<file path="src/rtl/bau_pkg.sv">
// ----------------------------------------------------------------------------
// BCD arithmetic unit package
// Operation codes, beat layouts and request/response types shared by the
// BCD arithmetic unit and its datapath.
// ----------------------------------------------------------------------------
package bau_pkg;

  // Operation selector carried on the slave-side tuser.
  typedef enum logic [2:0] {
    OP_ADD    = 3'd0,
    OP_SUB    = 3'd1,
    OP_NEG    = 3'd2,
    OP_PACK   = 3'd3,
    OP_UNPACK = 3'd4
  } bau_op_t;

  // Widths of the stream ports.
  localparam int unsigned ReqDataW = 48;
  localparam int unsigned OpW      = 3;
  localparam int unsigned RspDataW = 24;

  // Decimal constants.
  localparam logic [9:0] BcdByteMax = 10'h099;
  localparam logic [9:0] HighAdj    = 10'h060;
  localparam logic [9:0] LowAdj     = 10'h006;
  localparam logic [4:0] DigitMax   = 5'd9;

  // One request as held in the input register.
  typedef struct packed {
    bau_op_t     req_type;
    logic [15:0] src_value;
    logic [7:0]  dst_value;
    logic [15:0] adjust;
    logic        x_in;
    logic        z_in;
  } bau_req_t;

  // One response as held in the result register.
  typedef struct packed {
    logic [15:0] result;
    logic        flags_valid;
    logic        carry_extend;
    logic        negative;
    logic        zero;
  } bau_rsp_t;

endpackage

</file>
<file path="src/rtl/bcd_arithmetic_unit.sv">
// ----------------------------------------------------------------------------
// BCD arithmetic unit
// Packed-BCD execution unit: decimal add, subtract, negate, pack and unpack.
// ----------------------------------------------------------------------------
// Usage:
//   Requests arrive on the slave stream (s_*), one operation per beat, with
//   the operation code on s_tuser and the operands on s_tdata. Each request
//   yields exactly one response beat on the master stream (m_*), in order.
//   The request is captured in an input register, worked out by single-pass
//   combinational logic, and held in a result register. A response beat is
//   presented from the result register after its request has moved on from
//   the input register, and is handed over while m_tready is high.
//   Throughput is one beat per cycle: both registers advance together while
//   the receiver takes beats, and s_tready stays high whenever the input
//   register is empty or moving on.
//   When the receiver stalls, the result register holds its beat and the
//   input register fills; after that s_tready drops until m_tready returns.
//   Reset empties both registers; no beat is presented after reset until a
//   new request has been taken. The unit keeps no state between requests.
// ----------------------------------------------------------------------------
module bcd_arithmetic_unit (
  input  logic                            clk,
  input  logic                            rst,
  input  logic                            s_tvalid,
  output logic                            s_tready,
  // src_value[15:0], dst_value[23:16], adjust[39:24], x_in[40], z_in[41], zero fill
  input  logic [bau_pkg::ReqDataW-1:0]   s_tdata,
  // req_type[2:0]
  input  logic [bau_pkg::OpW-1:0]        s_tuser,
  output logic                            m_tvalid,
  input  logic                            m_tready,
  // result[15:0], carry_extend[16], negative[17], zero[18], zero fill
  output logic [bau_pkg::RspDataW-1:0]   m_tdata,
  // flags_valid[0]
  output logic                            m_tuser
);
  import bau_pkg::*;

  logic     in_valid;
  bau_req_t in_item;
  logic     out_valid;
  bau_rsp_t out_item;
  bau_rsp_t calc_rsp;
  logic     out_load;
  logic     in_load;

  // Stage advance: the result register takes a beat when empty or drained.
  assign out_load = !out_valid || m_tready;
  assign s_tready = !in_valid || out_load;
  assign in_load  = s_tvalid && s_tready;

  // Input register.
  always_ff @(posedge clk) begin
    if (rst) begin
      in_valid <= 1'b0;
    end else if (s_tready) begin
      in_valid <= s_tvalid;
    end
  end

  always_ff @(posedge clk) begin
    if (in_load) begin
      in_item.req_type  <= bau_op_t'(s_tuser);
      in_item.src_value <= s_tdata[15:0];
      in_item.dst_value <= s_tdata[23:16];
      in_item.adjust    <= s_tdata[39:24];
      in_item.x_in      <= s_tdata[40];
      in_item.z_in      <= s_tdata[41];
    end
  end

  // Datapath.
  bau_calc u_calc (
    .req (in_item),
    .rsp (calc_rsp)
  );

  // Result register.
  always_ff @(posedge clk) begin
    if (rst) begin
      out_valid <= 1'b0;
    end else if (out_load) begin
      out_valid <= in_valid;
    end
  end

  always_ff @(posedge clk) begin
    if (out_load && in_valid) begin
      out_item <= calc_rsp;
    end
  end

  // Output beat packing.
  assign m_tvalid = out_valid;
  assign m_tdata  = {5'b0, out_item.zero, out_item.negative, out_item.carry_extend,
                     out_item.result};
  assign m_tuser  = out_item.flags_valid;

  // A taken request always occupies the input register on the next cycle.
  a_in_capture: assert property (@(posedge clk) disable iff (rst)
    in_load |=> in_valid)
    else $error("accepted request not held in input register");

  // Pack, unpack and unused codes give no flags.
  a_no_flags: assert property (@(posedge clk) disable iff (rst)
    (m_tvalid && !m_tuser) |-> (m_tdata[18:16] == 3'b000))
    else $error("flags set on a response without flags");

  // Flag-setting operations give a byte result whose bit 7 is the N flag.
  a_byte_result: assert property (@(posedge clk) disable iff (rst)
    (m_tvalid && m_tuser) |-> ((m_tdata[15:8] == 8'h00) && (m_tdata[17] == m_tdata[7])))
    else $error("decimal result not a byte or N flag mismatch");

  // A nonzero decimal result always clears Z.
  a_zero_flag: assert property (@(posedge clk) disable iff (rst)
    (m_tvalid && m_tuser && (m_tdata[7:0] != 8'h00)) |-> !m_tdata[18])
    else $error("zero flag set on a nonzero result");

endmodule

</file>
<file path="src/rtl/bau_calc.sv">
// ----------------------------------------------------------------------------
// BCD arithmetic unit datapath
// Single-pass combinational logic: decimal add, subtract and negate with
// condition flags, and the pack and unpack digit rearrangements.
// ----------------------------------------------------------------------------
module bau_calc (
  input  bau_pkg::bau_req_t req,
  output bau_pkg::bau_rsp_t rsp
);
  import bau_pkg::*;

  // Decimal byte add; returns {carry, byte}.
  function automatic logic [8:0] dec_add(input logic [7:0] s, input logic [7:0] d,
                                         input logic x);
    logic [4:0] lo;
    logic [9:0] sum;
    logic       cy;
    lo  = {1'b0, s[3:0]} + {1'b0, d[3:0]} + {4'b0, x};
    sum = {2'b0, s} + {2'b0, d} + {9'b0, x};
    if (lo > DigitMax) begin
      sum = sum + LowAdj;
    end
    cy = (sum > BcdByteMax);
    if (cy) begin
      sum = sum + HighAdj;
    end
    return {cy, sum[7:0]};
  endfunction

  // Decimal byte subtract d - s - x; returns {borrow, byte}.
  // The difference is kept in ten bits of two's complement, bit 9 the sign.
  function automatic logic [8:0] dec_sub(input logic [7:0] s, input logic [7:0] d,
                                         input logic x);
    logic       lo_bw;
    logic [9:0] diff;
    logic       bw;
    lo_bw = ({1'b0, d[3:0]} < ({1'b0, s[3:0]} + {4'b0, x}));
    diff  = {2'b0, d} - {2'b0, s} - {9'b0, x};
    if (lo_bw) begin
      diff = diff - LowAdj;
    end
    bw = diff[9];
    if (bw) begin
      diff = diff - HighAdj;
    end
    return {bw, diff[7:0]};
  endfunction

  logic [8:0]  add_out;
  logic [8:0]  sub_out;
  logic [8:0]  neg_out;
  logic [15:0] pack_sum;
  logic [15:0] unpk_sum;
  logic [7:0]  arith_byte;

  // All candidate results are formed in parallel.
  assign add_out  = dec_add(req.src_value[7:0], req.dst_value, req.x_in);
  assign sub_out  = dec_sub(req.src_value[7:0], req.dst_value, req.x_in);
  assign neg_out  = dec_sub(req.src_value[7:0], 8'h00, req.x_in);
  assign pack_sum = req.src_value + req.adjust;
  assign unpk_sum = {4'h0, req.src_value[7:4], 4'h0, req.src_value[3:0]} + req.adjust;

  // Select the result and flags by operation.
  always_comb begin
    rsp        = '0;
    arith_byte = '0;
    case (req.req_type)
      OP_ADD, OP_SUB, OP_NEG: begin
        if (req.req_type == OP_ADD) begin
          arith_byte       = add_out[7:0];
          rsp.carry_extend = add_out[8];
        end else if (req.req_type == OP_SUB) begin
          arith_byte       = sub_out[7:0];
          rsp.carry_extend = sub_out[8];
        end else begin
          arith_byte       = neg_out[7:0];
          rsp.carry_extend = neg_out[8];
        end
        rsp.result      = {8'h00, arith_byte};
        rsp.flags_valid = 1'b1;
        rsp.negative    = arith_byte[7];
        rsp.zero        = (arith_byte == 8'h00) ? req.z_in : 1'b0;
      end
      OP_PACK: begin
        rsp.result = {8'h00, pack_sum[11:8], pack_sum[3:0]};
      end
      OP_UNPACK: begin
        rsp.result = unpk_sum;
      end
      default: begin
        rsp = '0;
      end
    endcase
  end

endmodule
</file>
<file path="config.mk">
export PLATFORM = sky130hd
export DESIGN_NAME = bcd_arithmetic_unit
export DESIGN_NICKNAME = d
export VERILOG_FILES = /design/src/rtl/bau_pkg.sv /design/src/rtl/bcd_arithmetic_unit.sv /design/src/rtl/bau_calc.sv
export SDC_FILE = /design/constraint.sdc
export NUM_CORES = 1
export LEC_CHECK = 0
export ABC_AREA = 1
export ABC_CLOCK_PERIOD_IN_PS = 4790
export BUFFER_PORTS_ARGS = -buffer_cell sky130_fd_sc_hd__buf_2
export CORE_MARGIN = 2
export CORE_UTILIZATION = 34
export CTS_CLUSTER_DIAMETER = 150
export DETAILED_ROUTE_END_ITERATION = 8
export GPL_TIMING_DRIVEN = 0
export PLACE_DENSITY = 0.52
export SYNTH_ARGS = -nofsm -noshare
export SYNTH_HDL_FRONTEND = slang
export SYNTH_SLANG_ARGS = --single-unit
</file>
<file path="constraint.sdc">
create_clock -name clk -period 4.79 [get_ports clk]
set_input_delay 0.7185 -clock clk [delete_from_list [all_inputs] [get_ports clk]]
set_output_delay 0.7185 -clock clk [all_outputs]
set_load 0.03 [all_outputs]
</file>
# ---- Word level (Yosys, flattened, before mapping)
# Index checks and enable logic that the tools add are counted.
# W data, S select, Z words.
dict set report totals {
  register_bits 63
  wordCells 62
  out_inout_bits 27
  inputBits 55
}
dict set report classes {
  n_addsub 17
  n_mux 14
  n_reduce_logical 10
  order_cmp 4
  n_eq_ne 4
}
# cell n
set op_table {}
lappend op_table {{$mux W8} 6}
lappend op_table {{$pmux W16 S3} 1}
lappend op_table {{$mux W10} 3}
lappend op_table {{$sub A10 B1 Y10} 2}
lappend op_table {{$sub A10 B3 Y10 const B} 2}
lappend op_table {{$add A12 B16 Y16} 1}
lappend op_table {{$sub A8 B7 Y8 const B} 2}
lappend op_table {{$add A12 B12 Y12} 1}
lappend op_table {{$add A10 B1 Y10} 1}
lappend op_table {{$add A10 B3 Y10 const B} 1}
lappend op_table {{$gt A10 B8 Y1 const B} 1}
lappend op_table {{$add A8 B8 Y9} 1}
lappend op_table {{$sub A1 B8 Y9 const A} 1}
lappend op_table {{$sub A8 B8 Y9} 1}
lappend op_table {{$add A8 B7 Y8 const B} 1}
lappend op_table {{$logic_not A8 Y1} 1}
lappend op_table {{$eq A3 B2 Y1 const B} 2}
lappend op_table {{$add A4 B1 Y5} 1}
lappend op_table {{$add A4 B4 Y5} 1}
lappend op_table {{$add A5 B1 Y5} 1}
lappend op_table {{$gt A5 B4 Y1 const B} 1}
lappend op_table {{$lt A1 B5 Y1 const A} 1}
lappend op_table {{$lt A4 B5 Y1} 1}
lappend op_table {{$mux W4} 1}
lappend op_table {{other kinds (9)} 14}

# ---- Longest topological paths before layout
dict set report logic_depth {
  ltp_word 12
  depth_mapped 26
  depth_no_buf 25
}

# ---- Cells and area by module
# Synthesis repeated with hierarchy kept, for this count alone.
dict set report hier_totals {
  hier_cells 723
  area_unflattened_um2 5529.1
}
# module area_each_um2 cells_each n_inst seq_area_each_um2
set modules_own_cells {}
lappend modules_own_cells {bau_calc 3444.6 640 1 0.0}
lappend modules_own_cells {bcd_arithmetic_unit 2084.5 83 1 1991.9}

# ---- Least setup slack after synthesis
# Ideal clock, no wire load.
dict set report synth_path {
  path_type {reg2reg}
  startpoint {reg in_item[26] (netlist name)}
  endpoint {reg out_item, in the netlist m_tdata[6], data pin}
  path_buffers 0
  period_less_slack_ps 3211
  arrival_time_ps 2958
  path_slack_ps 1579
  setup_time_ps 254
  stages_incl_launch_ff 20
  required_ps 4536
  path_cell_list {edfxtp_1 > ha_1 > inv_1 > fa_1 > inv_1 > ha_1 > inv_1 > xor2_1 > ha_1 > nor2_1 > nand2_1 > nor2_2 > or2_1 > nand2_1 > ha_1 > nand2_1 > nand3_1 > nand3_1 > nand2_1 > a21o_1}
}
# item line
set synth_rtl {}
lappend synth_rtl {{start, declared} bcd_arithmetic_unit.sv:40} ;# bau_req_t in_item;
lappend synth_rtl {{end signal, assigned} bcd_arithmetic_unit.sv:89} ;# out_item <= calc_rsp;
lappend synth_rtl {{end, declared} bcd_arithmetic_unit.sv:42} ;# bau_rsp_t out_item;

==> summary.txt <==
Global routing
  – Largest net degree at the start of global routing: 42
  – Met2 Track Usage GR: 0.241
  – First-pass GRT wire length: 21,900 microns
  – GR Overflow Total: 0
  – Total track usage: 0.158
  – Busiest grt layer: met2
  – GR Util met1: 0.226
  – Initial antenna violation count: 0
  – Met3 GRT Util: 0.0315
  – Number of global-route vias before repair: 4,398

Routing
  – Post-detailed-route wirelength per cell: 12.6 microns
  – Pre-antenna DRT Iters: 5
  – Final WL: 13,200 microns
  – Vias per cell: 4.54
  – Number of DRC markers in iteration 0: 241
  – Detail Route Antenna Nets: 0
  – # DRC: 0
  – DR vias: 4,722

Clocking
  – Post-CTS Hold Buffers: 0
  – Post-CTS setup buffer count: 0
  – Clock Latency Late Sink: 0.34 ns
  – CTS resizes: 0
  – H-tree depth: 3
  – CTS tree: done
  – Root Driver: clkbuf_16
  – CTS sink count: 63
  – Clk pin slew, worst setup/hold paths: approximately 0.05 ns
  – Num CTS Buffers: 9
  – Max clock buf depth: 2

Placed design
  – Routability cong.: 0.813
  – Dpl ws: 1.04 ns
  – Post-DP HPWL: 10,900 microns
  – Port bufs: 66

Logic synthesis
  – Ys Warns: 0
  – Mapped Cells: 737
  – Adder-Cell Fraction of Synth Area: 0.125
  – Top_reg_cell synth: edfxtp_1
  – Synth Area in XOR/XNOR: 0.0372
  – Synthesized flop and latch total: 63
  – Post-synth ARST share: 0
  – Simple-Gate Fraction of Synth Area: 0.327
  – Synthesized area: 5590 sq um
  – Synth unique cells: 47
  – Mux share of post-synthesis cell area: 0
  – Largest family of logic cells by synthesized area: simple AND/OR/NAND/NOR gates
  – Post-synth EDFFs: 61
  – Mean post-synth cell area: 7.58 sq um
  – Compound-cell area share of the yosys netlist: 0.0902
  – Register area share after synthesis: 0.335

Timing
  – Final setup margin: around 1.1 ns
  – Final setup viols: 0
  – Setup TNS: 0 ns
  – Fin crit share: 0.778
  – Final Skew: 0.0115 ns
  – Slew margin rel.: 0.430
  – Slew @ Worst Pin: 0.854 ns
  – Minimum clock period: 3.73 ns
  – Fin. Hold Viols: 0
  – Worst hold slack: 0.496 ns
  – Pins Over Slew Limit: 0
  – Max Fclk: around 270 MHz
  – RSZ-0062 raised after global routing: no

Floorplan
  – Die X: approximately 130 microns
  – Core area: 16,000 sq um
  – Row count: 46
  – Die span in y: 132 microns
  – DIE AREA: 17,500 sq um
  – I/O pins: 82
  – Initial Util: 0.349

Worst setup path
  – Critical Path End Type: flip-flop
  – Crit-path max cell delay: 0.59 ns
  – CP Launch Type: flip-flop
  – Crit path max-delay cell type: edfxtp_1
  – Arr. time, crit path: 3.81 ns
  – Critical Path Fanout Max: 8
  – Critical path cell sequence: inv_1 -> ha_1 -> inv_1 -> ha_1 -> xor2_1 -> inv_1 -> ha_1 -> o21bai_1 -> nor2_1 -> nand2_1 -> nor2_2 -> nor2_1 -> inv_1 -> ha_1 -> a21oi_1 -> o21ai_0 -> nand3_1 -> nand2_1 -> a21o_1
  – WS Path Type: flip-flop to flip-flop
  – Data required time of the critical path: approximately 4.9 ns

Final layout
  – Register area: 1870 sq um
  – Ant. Diodes: 0
  – Synthesis-to-finish area growth: 16.4%
  – Total Nets Final: slightly above 900
  – Fill cells: 1,718
  – Area of the multi-input gates: roughly 3300 sq um
  – Layout cells sized above 1: 0.194

Power
  – Pleak: ~3.1 nW
  – IR drop worst, VDD: 212 uV
  – Pwr/cell area: 305 nW/um^2

Run status
  – Run status: finished clean

Run
  – Max-Cap Viols: 0

Min path
  – Worst Hold Class: flip-flop to flip-flop
==> kinds of logic (layout without fill, tap and decap cells) <==
family	count (synthesis)	after routing
and+or+nand+nor	395	395
buffers and inverters	117	200
AOI/OAI and AO/OA	86	86
DFF	63	63
adders and majority gates	53	53
xor gates and xnor gates	22	22
other	1	5
==> sequential cells by signal, summed over array words and instances (netlist names) <==
register and count:
m_tvalid 1, m_tdata 19, m_tuser 1, in_item 41, in_valid 1
==> area by class of cell <==
class,instances,share of cell area
clock inverters,4,0.00712
multi-input cells,561,0.501
inverters,106,0.0612
well taps,216,0.0415
plain buffers,11,0.0119
clock buffers,12,0.0363
flip-flops and latches,63,0.288
repair buffers,67,0.0531
==> placed cells by master (no fill, tap or decap), types with 23 or more instances in the layout <==
cell type / synthesis / final
o21ai_0: 23 / 23
nand2_2: 24 / 24
nand2_1: 191 / 191
ha_1: 48 / 48
edfxtp_1: 61 / 61
buf_2: 2 / 68
inv_1: 92 / 91
a21oi_1: 34 / 33
nand3_1: 63 / 63
nor2_1: 63 / 63
==> Yosys cell counts (4+ instances only) <==
master,n,area share
xor2_1,13,0.020
ha_1,48,0.11
edfxtp_1,61,0.33
o21ai_0,23,0.021
nand4_1,19,0.021
inv_1,92,0.062
nor2_4,6,0.012
nand3_1,63,0.056
buf_4,7,0.0094
xnor2_1,7,0.011
nand3_2,10,0.018
inv_2,13,0.0087
fa_1,5,0.018
a21o_1,5,0.0067
nor2_2,7,0.0078
nor2_1,63,0.042
nor3_1,4,0.0036
a21oi_1,34,0.030
nand2_2,24,0.027
nand2_1,191,0.13
o22ai_1,5,0.0056
==> per-stage QoR <==
| step | utilization | total power, mW | cells | area, sq um |
|---|---|---|---|---|
| floorplan | - | 1.20 | 741 | 5600 |
| global placement | 0.388 | 1.36 | 1023 | 6200 |
| detailed placement | 0.389 | 1.37 | 1024 | 6220 |
| CTS | 0.407 | 2.00 | 1040 | 6510 |
| global route | 0.407 | 2.12 | 1040 | 6510 |
| finish | 0.407 | 1.98 | 1040 | 6510 |
==> report_power, final <==
part / switching, mW / leakage (nW) / internal [mW]
registers: 0.0258 / 0.614 / 0.645
clock network: 0.230 / 0.134 / 0.400
logic: 0.446 / 2.37 / 0.235
total: 0.702 / 3.12 / 1.28
==> worst max-delay path, delay by kind of cell, from the launching register on <==
| kind | cells | cell delay (ns) |
|---|---|---|
| compound gates | 4 | 0.59 |
| xor+xnor | 1 | 0.23 |
| fa+ha+maj | 4 | 0.96 |
| buf+inv | 4 | 0.48 |
| flops | 1 | 0.59 |
| simple gates | 6 | 0.63 |
==> per-layer routing <==
metal	vias to the layer above	share of wire
met3	14	0.045
li1	2600	-
met1	2010	0.51
met4	0	0.017
met2	98	0.42
met5	-	0
==> worst paths after layout <==
check | startpoint | to | slack [ns] | depth (start not counted)
setup / recovery | in_item[27] | m_tdata[6] | 1.06 | 19
hold / removal | in_valid | m_tvalid | 0.50 | 2
setup reg to reg | in_item[27] | m_tdata[6] | 1.06 | 19
hold reg to reg | in_valid | m_tvalid | 0.50 | 2
No activity file was read; power rests on OpenSTA's default activity.
